==> src/design/adsu_pkg.sv <==
`timescale 1ns / 1ps
// Shared types and constants for the advertising service UUID128 filter.
package adsu_pkg;

    localparam int UUID_BYTES = 16;
    localparam int CHUNK_W    = $clog2(UUID_BYTES);
    localparam int UUID_W     = 8 * UUID_BYTES;
    localparam int CFG_W      = 64;

    localparam logic [7:0] AD_TYPE_UUID128_PART = 8'h06;
    localparam logic [7:0] AD_TYPE_UUID128_FULL = 8'h07;

    typedef enum logic {
        REG_UUID_LOW  = 1'b0,
        REG_UUID_HIGH = 1'b1
    } t_cfg_index;

    typedef enum logic {
        REQ_DATA = 1'b0,
        REQ_END  = 1'b1
    } t_req_type;

    typedef enum logic [1:0] {
        ST_NOT_FOUND = 2'd0,
        ST_FOUND     = 2'd1,
        ST_OVERRUN   = 2'd2
    } t_status;

    typedef enum logic [3:0] {
        PH_LEN  = 4'b0001,
        PH_TYPE = 4'b0010,
        PH_BODY = 4'b0100,
        PH_STOP = 4'b1000
    } t_phase;

    typedef struct packed {
        logic       advance;
        logic       req_end;
        logic [7:0] data;
    } t_parse_ctl;

endpackage

==> src/design/ad_service_uuid128_filter.sv <==
`timescale 1ns / 1ps
// Top level of the advertising service UUID128 filter.
//
//   channel  direction  handshake            payload
//   input    in         i_valid / o_stall    i_req_type, i_ad_byte
//   result   out        o_valid / i_stall    o_match_status
//   config   in         i_cfg_we             i_cfg_index, i_cfg_wdata
//
// One item per cycle while o_stall is low; an item passes an input register, one pass of
// parse logic, then the result register.
// Data items yield no result and never wait on the result side.
// An end item waits in the input register only while a held result is stalled.
// Reset clears the valid bits of both registers and all parse state; no clearing pass.
module ad_service_uuid128_filter import adsu_pkg::*; (
    input  logic             i_clk,
    input  logic             i_rst_n,
    input  logic             i_cfg_we,
    input  logic             i_cfg_index,
    input  logic [CFG_W-1:0] i_cfg_wdata,
    input  logic             i_valid,
    output logic             o_stall,
    input  logic             i_req_type,
    input  logic [7:0]       i_ad_byte,
    output logic             o_valid,
    input  logic             i_stall,
    output logic [1:0]       o_match_status
);

    logic       r_in_valid;
    logic       r_req_type;
    logic [7:0] r_ad_byte;
    logic       r_out_valid;
    t_status    r_status;

    logic       out_free;
    logic       advance;
    logic       in_take;
    t_parse_ctl ctl;
    t_status    status;

    assign out_free = !r_out_valid || !i_stall;
    assign advance  = r_in_valid && (t_req_type'(r_req_type) == REQ_DATA || out_free);
    assign o_stall  = r_in_valid && !advance;
    assign in_take  = i_valid && !o_stall;

    assign ctl.advance = advance;
    assign ctl.req_end = (t_req_type'(r_req_type) == REQ_END);
    assign ctl.data    = r_ad_byte;

    adsu_parse u_parse (
        .i_clk       (i_clk),
        .i_rst_n     (i_rst_n),
        .i_cfg_we    (i_cfg_we),
        .i_cfg_index (i_cfg_index),
        .i_cfg_wdata (i_cfg_wdata),
        .i_ctl       (ctl),
        .o_status    (status)
    );

    // hold the input item until the parse pass takes it
    always_ff @(posedge i_clk) begin
        if (!i_rst_n) begin
            r_in_valid <= 1'b0;
        end else if (in_take) begin
            r_in_valid <= 1'b1;
        end else if (advance) begin
            r_in_valid <= 1'b0;
        end
    end

    always_ff @(posedge i_clk) begin
        if (in_take) begin
            r_req_type <= i_req_type;
            r_ad_byte  <= i_ad_byte;
        end
    end

    always_ff @(posedge i_clk) begin
        if (!i_rst_n) begin
            r_out_valid <= 1'b0;
        end else if (advance && ctl.req_end) begin
            r_out_valid <= 1'b1;
        end else if (!i_stall) begin
            r_out_valid <= 1'b0;
        end
    end

    always_ff @(posedge i_clk) begin
        if (advance && ctl.req_end) begin
            r_status <= status;
        end
    end

    assign o_valid        = r_out_valid;
    assign o_match_status = r_status;

endmodule

==> src/design/adsu_parse.sv <==
`timescale 1ns / 1ps
// Length-type-value walker and UUID chunk compare for one registered item.
module adsu_parse import adsu_pkg::*; (
    input  logic             i_clk,
    input  logic             i_rst_n,
    input  logic             i_cfg_we,
    input  logic             i_cfg_index,
    input  logic [CFG_W-1:0] i_cfg_wdata,
    input  t_parse_ctl       i_ctl,
    output t_status          o_status
);

    logic [CFG_W-1:0]   r_uuid_low;
    logic [CFG_W-1:0]   r_uuid_high;
    t_phase             r_phase,      n_phase;
    logic [7:0]         r_bytes_left, n_bytes_left;
    logic               r_cand,       n_cand;
    logic [CHUNK_W-1:0] r_chunk_idx,  n_chunk_idx;
    logic               r_chunk_eq,   n_chunk_eq;
    logic               r_hit,        n_hit;
    logic               r_found,      n_found;

    logic [UUID_W-1:0]  uuid;
    logic [7:0]         uuid_byte;
    logic [7:0]         left_dec;
    logic               byte_eq;
    logic               hit_now;

    always_ff @(posedge i_clk) begin
        if (!i_rst_n) begin
            r_uuid_low  <= '0;
            r_uuid_high <= '0;
        end else if (i_cfg_we) begin
            if (t_cfg_index'(i_cfg_index) == REG_UUID_LOW) begin
                r_uuid_low <= i_cfg_wdata;
            end else begin
                r_uuid_high <= i_cfg_wdata;
            end
        end
    end

    assign uuid      = {r_uuid_high, r_uuid_low};
    assign uuid_byte = uuid[{r_chunk_idx, 3'b000} +: 8];
    assign left_dec  = r_bytes_left - 8'd1;
    assign byte_eq   = r_chunk_eq && (i_ctl.data == uuid_byte);
    assign hit_now   = r_hit || byte_eq;

    always_comb begin
        if (r_found) begin
            o_status = ST_FOUND;
        end else if (r_phase == PH_TYPE || r_phase == PH_BODY) begin
            o_status = ST_OVERRUN;
        end else begin
            o_status = ST_NOT_FOUND;
        end
    end

    always_comb begin
        n_phase      = r_phase;
        n_bytes_left = r_bytes_left;
        n_cand       = r_cand;
        n_chunk_idx  = r_chunk_idx;
        n_chunk_eq   = r_chunk_eq;
        n_hit        = r_hit;
        n_found      = r_found;
        if (i_ctl.req_end) begin
            n_phase      = PH_LEN;
            n_bytes_left = '0;
            n_cand       = 1'b0;
            n_chunk_idx  = '0;
            n_chunk_eq   = 1'b1;
            n_hit        = 1'b0;
            n_found      = 1'b0;
        end else begin
            unique case (r_phase)
                PH_LEN: begin
                    if (i_ctl.data == 8'd0) begin
                        n_phase = PH_STOP;
                    end else begin
                        n_bytes_left = i_ctl.data;
                        n_phase      = PH_TYPE;
                    end
                end
                PH_TYPE: begin
                    n_bytes_left = left_dec;
                    n_cand       = (i_ctl.data == AD_TYPE_UUID128_PART ||
                                    i_ctl.data == AD_TYPE_UUID128_FULL) &&
                                   (left_dec[CHUNK_W-1:0] == '0);
                    n_chunk_idx  = '0;
                    n_chunk_eq   = 1'b1;
                    n_hit        = 1'b0;
                    n_phase      = (left_dec == 8'd0) ? PH_LEN : PH_BODY;
                end
                PH_BODY: begin
                    if (r_cand) begin
                        if (r_chunk_idx == CHUNK_W'(UUID_BYTES - 1)) begin
                            n_hit       = hit_now;
                            n_chunk_idx = '0;
                            n_chunk_eq  = 1'b1;
                        end else begin
                            n_chunk_idx = r_chunk_idx + CHUNK_W'(1);
                            n_chunk_eq  = byte_eq;
                        end
                    end
                    n_bytes_left = left_dec;
                    if (left_dec == 8'd0) begin
                        n_found = r_found || n_hit;
                        n_phase = PH_LEN;
                    end
                end
                PH_STOP: begin
                    n_phase = PH_STOP;
                end
                default: begin
                    n_phase = PH_LEN;
                end
            endcase
        end
    end

    always_ff @(posedge i_clk) begin
        if (!i_rst_n) begin
            r_phase      <= PH_LEN;
            r_bytes_left <= '0;
            r_cand       <= 1'b0;
            r_chunk_idx  <= '0;
            r_chunk_eq   <= 1'b1;
            r_hit        <= 1'b0;
            r_found      <= 1'b0;
        end else if (i_ctl.advance) begin
            r_phase      <= n_phase;
            r_bytes_left <= n_bytes_left;
            r_cand       <= n_cand;
            r_chunk_idx  <= n_chunk_idx;
            r_chunk_eq   <= n_chunk_eq;
            r_hit        <= n_hit;
            r_found      <= n_found;
        end
    end

endmodule

==> config.mk <==
export PLATFORM = sky130hd
export DESIGN_NAME = ad_service_uuid128_filter
export DESIGN_NICKNAME = d
export VERILOG_FILES = /design/src/design/adsu_pkg.sv /design/src/design/ad_service_uuid128_filter.sv /design/src/design/adsu_parse.sv
export SDC_FILE = /design/constraint.sdc
export NUM_CORES = 1
export LEC_CHECK = 0
export ABC_AREA = 1
export BUFFER_PORTS_ARGS = -buffer_cell sky130_fd_sc_hd__buf_2
export CELL_PAD_IN_SITES_DETAIL_PLACEMENT = 1
export CELL_PAD_IN_SITES_GLOBAL_PLACEMENT = 1
export CORE_ASPECT_RATIO = 0.6
export CORE_UTILIZATION = 45
export CTS_CLUSTER_DIAMETER = 50
export CTS_CLUSTER_SIZE = 14
export DETAILED_ROUTE_END_ITERATION = 8
export GPL_ROUTABILITY_DRIVEN = 0
export PLACE_DENSITY_LB_ADDON = 0.1
export SLEW_MARGIN = 20
export SYNTH_ARGS = -nofsm -noshare
export SYNTH_HDL_FRONTEND = slang
export SYNTH_HIERARCHICAL = 1
export SYNTH_SLANG_ARGS = --single-unit
==> constraint.sdc <==
create_clock -name i_clk -period 3.1 [get_ports i_clk]
set_clock_uncertainty 0.1 [all_clocks]
set_input_delay 0.465 -clock i_clk [delete_from_list [all_inputs] [get_ports i_clk]]
set_output_delay 0.465 -clock i_clk [all_outputs]
set_load 0.05 [all_outputs]
==> results of run 1 <==
-- per-stage QoR --
| step | cells | power [W] | utilization, % | hold slack [ns] |
|---|---|---|---|---|
| floorplan | 1059 | 0.002712 | - | 0.3244 |
| global placement | 1309 | 0.002899 | 49.12 | 0.3403 |
| detailed placement | 1309 | 0.002915 | 49.12 | 0.3464 |
| CTS | 1341 | 0.004934 | 52.56 | 0.1060 |
| global route | 1341 | 0.005116 | 52.56 | 0.1052 |
| finish | 1341 | 0.004909 | 52.56 | 0.1194 |
-- cell type report --
| cell class | instances | area, µm² |
|---|---|---|
| Multi-Input combinational cell | 688 | 3297 |
| Fill cell | 2136 | 7714 |
| Timing Repair Buffer | 93 | 545.5 |
| Sequential cell | 161 | 3334 |
| Tap cell | 228 | 285.3 |
| Clock inverter | 12 | 93.84 |
| Inverter | 139 | 524.3 |
| Clock buffer | 20 | 466.7 |
-- logic make-up (layout without fill, tap and decap cells) --
| group | Yosys count | count (layout) | synth area share, % |
|---|---|---|---|
| AO/OA/AOI/OAI | 298 | 298 | 20.74 |
| flip-flops | 161 | 161 | 44.42 |
| XOR/XNOR | 7 | 7 | 0.8171 |
| adder cells (fa/ha/maj) | 3 | 3 | 0.5003 |
| buffers and inverters | 210 | 264 | 11.74 |
| AND/OR/NAND/NOR | 380 | 380 | 21.78 |
-- placed cells by master, fill, tap and decap left out, types with 3 or more instances in the layout --
master	count
inv_1	128
o211ai_1	17
nor3_1	6
clkbuf_8	3
edfxtp_1	11
o21ai_0	148
xor2_1	6
nand4_1	6
nor2_1	107
clkinvlp_4	4
buf_12	4
buf_2	81
buf_4	8
o21ai_1	10
clkbuf_16	17
ha_1	3
inv_6	5
nand3_1	98
a21oi_2	3
nand2_1	152
a21oi_1	116
inv_2	9
dfxtp_1	149
-- critical path, cell delays in order, from the launching register on --
cell      delay (ns)
edfxtp_1        0.63
nand3_1         0.18
nand2_1         0.06
inv_1           0.21
inv_1           0.19
nor3_4          0.31
inv_2           0.15
nor2_4          0.19
o211ai_1        0.12
a21oi_1         0.14
-- routing by layer --
| metal | vias to the layer above | wire length (µm) | track usage, % |
|---|---|---|---|
| li1 | 3541 | - | - |
| met5 | - | 0 | 0 |
| met2 | 175 | 9768 | 42.02 |
| met1 | 3396 | 11990 | 41.45 |
| met3 | 15 | 1030 | 3.563 |
| met4 | 0 | 169 | 5.944 |
-- sequential cells by signal (all words and copies together) (netlist names), 2 cells and up --
| name | cells |
|---|---|
| o_match_status | 2 |
| r_ad_byte | 8 |
| u_parse/r_bytes_left | 8 |
| u_parse/r_chunk_idx | 4 |
| u_parse/r_phase | 4 |
| u_parse/r_uuid_high | 64 |
| u_parse/r_uuid_low | 64 |
-- power by group through the flow --
stage	Sequential [W]	Clock, W	Combinational, W
6_report	0.00228	0.00203	0.000599
3_3_place_gp	0.00232	0	0.000580
4_1_cts	0.00228	0.00206	0.000598
5_1_grt	0.00229	0.00214	0.000681
3_5_place_dp	0.00232	0	0.000591
2_1_floorplan	0.00231	0	0.000405
-- final timing paths --
kind,to,slack [ns],cells after the start
hold reg to reg,u_parse/r_uuid_low[46],0.36,2
hold / removal,r_ad_byte[1],0.12,1
setup / recovery,u_parse/r_bytes_left[7],0.72,9
setup reg to reg,u_parse/r_bytes_left[7],0.72,9
-- synth_stat cells (all sizes together) (6+ instances only) --
| cell | count | area, µm² |
|---|---|---|
| o21ai | 159 | 799.5 |
| nand2 | 153 | 574.3 |
| dfxtp | 150 | 3003 |
| inv | 138 | 520.5 |
| a21oi | 119 | 606.8 |
| nor2 | 110 | 425.4 |
| nand3 | 98 | 490.5 |
| clkbuf | 47 | 176.4 |
| buf | 24 | 180.2 |
| o211ai | 17 | 127.6 |
| edfxtp | 11 | 330.3 |
| nor3 | 9 | 72.57 |
| nand4 | 6 | 37.54 |
| xor2 | 6 | 52.55 |
==> impl_metrics.json, run 1 <==
{
  "p_leak_nw": 3.589,
  "yosys.cell_types.count": 33,
  "synth_nets": 1141,
  "drive_gt1_share_pct": 13.30,
  "antenna_left": 0,
  "ys_ff_latch": 161,
  "worstPathArrival_ns": 2.61,
  "dieWidth_um": 168.7,
  "yosysWarningCount": 6,
  "hpwl_um": 15430,
  "setup_viol": 0,
  "endpoint_kind": "flop",
  "cts_tree": "built",
  "stdcell_area_um2": 8547,
  "grt.overflow.total": 0,
  "finalWorstSetupSlack_ns": 0.7235,
  "final_nets": 1182,
  "worst_pin_slew_ns": 0.7540,
  "drv_slew": 0,
  "fmax_mhz": 420.8,
  "status": "finished clean",
  "grt_pass1_wl_um": 37170,
  "drv_cap": 0,
  "power_frac_seq_pct": 46.4,
  "placed_area_um2": 7986,
  "grt_antenna_before_repair": 0,
  "pre_cts_slack_ns": 0.7586,
  "slew_headroom_pct": 49.68,
  "synth_edf_count": 11,
  "syn_avg_cell_area_um2": 7.085,
  "die-area_um2": 17210,
  "drt_wl_total_um": 22960,
  "area_delta_synth_final_pct": 13.91,
  "htreeDepth": 4,
  "synth_top_flop_cell": "dfxtp_1",
  "core_um2": 16260,
  "insertedDiodeCount": 0,
  "vias": 7127,
  "cts.clk_slew.worst_paths_ns": 0.07,
  "cts-root-buf": "clkbuf_16",
  "cts-resized-gates": 0,
  "drt-initial-drc-count": 549,
  "grt_max_degree": 113,
  "clock-sinks": 161,
  "intPower_w": 0.003528,
  "die_y_um": 102.0,
  "ir_drop_mv": 0.2936,
  "start_kind": "flop",
  "synth_async_sr_flop_share_pct": 0,
  "cts_buffers": 17,
  "drt-vias-per-instance": 5.315,
  "cts_hold_buffers": 0,
  "final.setup.tns_ns": 0,
  "port_buffers": 82,
  "io_pins": 83,
  "min_from": "i_ad_byte[1]",
  "synthCells": 1059,
  "required_ns": 3.34,
  "grt_pass1_vias": 6928,
  "rsz0062_at_grt": "no",
  "grt_usage_pct": 27.59,
  "period_needed_ns": 2.377,
  "swShare_pct": 28.14,
  "insertion_delay_ns": 0.42,
  "ys_seq_area_share_pct": 44.42,
  "power.switching_w": 0.001382,
  "cts_setup_buffers": 0,
  "critPathKind": "flop to flop",
  "pwr-share-clk_pct": 41.4,
  "synthesis.area_um2": 7503,
  "wl_per_cell_um": 17.12,
  "worst-path-max-fanout": 15,
  "rr_startpoint": "r_req_type",
  "cts_buffer_depth": 2,
  "power_density_nw_per_um2": 574.4,
  "drtPass1Iterations": 5,
  "drcViolationCount": 0,
  "hold_viol": 0,
  "crit_start": "r_req_type",
  "rows": 36,
  "comb_power_share_pct": 12.2,
  "final.period_utilization_pct": 76.66,
  "hp-class": "input port to flop",
  "start_util_pct": 46.14
}
No activity file was read; power rests on OpenSTA's default activity.
==> inputs of run 2 (changes only) <==
Settings changed: CORE_UTILIZATION 45 to 42.
Clock period 3.1 ns to 2.3 ns, I/O delays scaled along.
==> run 2 against run 1 <==
  * Critical path depth down 2
  * Routed wire length is 2.2% higher
  * Flip-flop and latch count did not move
  * Worst hold slack worse by 0.096 ns
  * Cell area grew 3.2%
  * Final cell count up 2.2%
  * Clock power rose by 36%
  * Count of clock-buffer cells in the layout unchanged
  * Sequential power up 35%
  * Largest cell class unchanged
  * Highest routed layer unchanged
==> impl_metrics.json, run 2 (same netlist as run 1, synthesis figures left out) <==
{
  "status": "finished clean",
  "cts_tree": "built",
  "insertedDiodeCount": 0,
  "grt_pass1_wl_um": 37990,
  "finalWorstSetupSlack_ns": 0.1585,
  "antenna_left": 0,
  "drtPass1Iterations": 4,
  "cts.clk_slew.worst_paths_ns": 0.06,
  "fill_cells": 2259,
  "hold_viol": 0,
  "drt_wl_total_um": 23450,
  "pre_cts_slack_ns": 0.2157,
  "grt_usage_pct": 26.32,
  "cts_buffers": 17,
  "area_delta_synth_final_pct": 17.51,
  "drv_slew": 0,
  "dieWidth_um": 174.6,
  "grt_antenna_before_repair": 0,
  "worst-path-max-fanout": 45,
  "grt_max_degree": 87,
  "setup_viol": 0,
  "drt-vias-per-instance": 5.251,
  "clock-sinks": 161,
  "grtUsageMet3_pct": 4.690,
  "ir_drop_mv": 0.4117,
  "htreeDepth": 4,
  "period_needed_ns": 2.141,
  "multi_input_area_um2": 3309,
  "die_y_um": 105.5,
  "worst_pin_slew_ns": 0.7741,
  "final_nets": 1206,
  "drt-initial-drc-count": 474,
  "fmax_mhz": 467.0,
  "hp-class": "input port to flop",
  "drcViolationCount": 0,
  "worstPathArrival_ns": 2.33,
  "largestRegisters": "u_parse/r_uuid_high x64, u_parse/r_uuid_low x64",
  "port_buffers": 82,
  "final.period_utilization_pct": 93.11,
  "vias": 7194,
  "power_density_nw_per_um2": 757.5,
  "core_um2": 17310,
  "final.setup.tns_ns": 0,
  "io_pins": 83,
  "cts_setup_buffers": 0,
  "grt_pass1_vias": 7152,
  "hpwl_um": 16270,
  "met2_usage_pct": 39.21,
  "grtUsageMet1_pct": 39.09,
  "p_leak_nw": 3.719,
  "layout_common_cells": "nand2_1, dfxtp_1, o21ai_0",
  "required_ns": 2.49,
  "endpoint_kind": "flop",
  "seq_area_um2": 3337,
  "start_kind": "flop",
  "rows": 37,
  "cts-root-buf": "clkbuf_16",
  "wl_per_cell_um": 17.12,
  "grt.overflow.total": 0,
  "mostFrequentLayoutCell": "nand2_1",
  "insertion_delay_ns": 0.43,
  "cts_buffer_depth": 2,
  "critPathKind": "flop to flop",
  "start_util_pct": 43.34,
  "grt_busiest_layer": "met2",
  "die-area_um2": 18420,
  "drive_gt1_share_pct": 14.35,
  "drv_cap": 0,
  "slew_headroom_pct": 48.34
}
[run 2: critical path: stages, from the launching register on]
cell and delay, ns:
dfxtp_4 0.43, buf_12 0.22, ha_1 0.21, nand2_1 0.08, nor3_1 0.28, nor2_1 0.11
o21ai_0 0.44, nor3b_1 0.11
[run 2: final cells by class]
class | instances | share of cell area, %
flip-flops and latches | 161 | 37.85
well taps | 234 | 3.321
multi-input cells | 688 | 37.53
repair buffers | 117 | 8.940
inverters | 139 | 5.974
clock inverters | 11 | 1.206
clock buffers | 20 | 5.180
[run 2: what timing repair did]
| item | in CTS | in global routing |
|---|---|---|
| endpoints found under the hold margin | 7 | 1 |
| gates resized for setup | 0 | 4 |
| hold buffers | 7 | 1 |
| endpoints found under the setup margin | 0 | 6 |
[run 2: path summary, 6_finish.rpt]
path	from	to	cells after the start	slack, ns
max	u_parse/r_chunk_idx[0]	u_parse/r_chunk_idx[3]	7	0.16
min	i_ad_byte[3]	r_ad_byte[3]	1	0.02
max reg2reg	u_parse/r_chunk_idx[0]	u_parse/r_chunk_idx[3]	7	0.16
min reg2reg	u_parse/r_uuid_low[30]	u_parse/r_uuid_low[30]	2	0.35
[run 2: per-layer routing]
metal / routed length, µm / share of wire [%] / vias to the layer above
met2: 9880 / 42 / 153
met3: 1089 / 4.6 / 14
met5: 0 / 0 / -
met1: 12300 / 52 / 3434
li1: - / - / 3593
met4: 179 / 0.76 / 0
[run 2: report_power, final]
part           switching, W  leakage [nW]  internal, W  total [W]
logic              0.000546          2.11     0.000300   0.000846
clock network       0.00121         0.265      0.00155    0.00276
registers         0.0000749          1.34      0.00299    0.00307
[run 2: metrics by stage]
| stage | area, µm² | utilization [%] | std cells | total power [W] | hold WS, ns |
|---|---|---|---|---|---|
| 2_1_floorplan | 7503 | - | 1059 | 0.003655 | 0.3244 |
| 3_3_place_gp | 8132 | 46.96 | 1330 | 0.003925 | 0.3419 |
| 3_5_place_dp | 8132 | 46.96 | 1330 | 0.003946 | 0.3465 |
| 4_1_cts | 8765 | 50.62 | 1368 | 0.006712 | 0.007568 |
| 5_1_grt | 8817 | 50.93 | 1370 | 0.006979 | 0.009961 |
| 6_report | 8817 | 50.93 | 1370 | 0.006679 | 0.02301 |
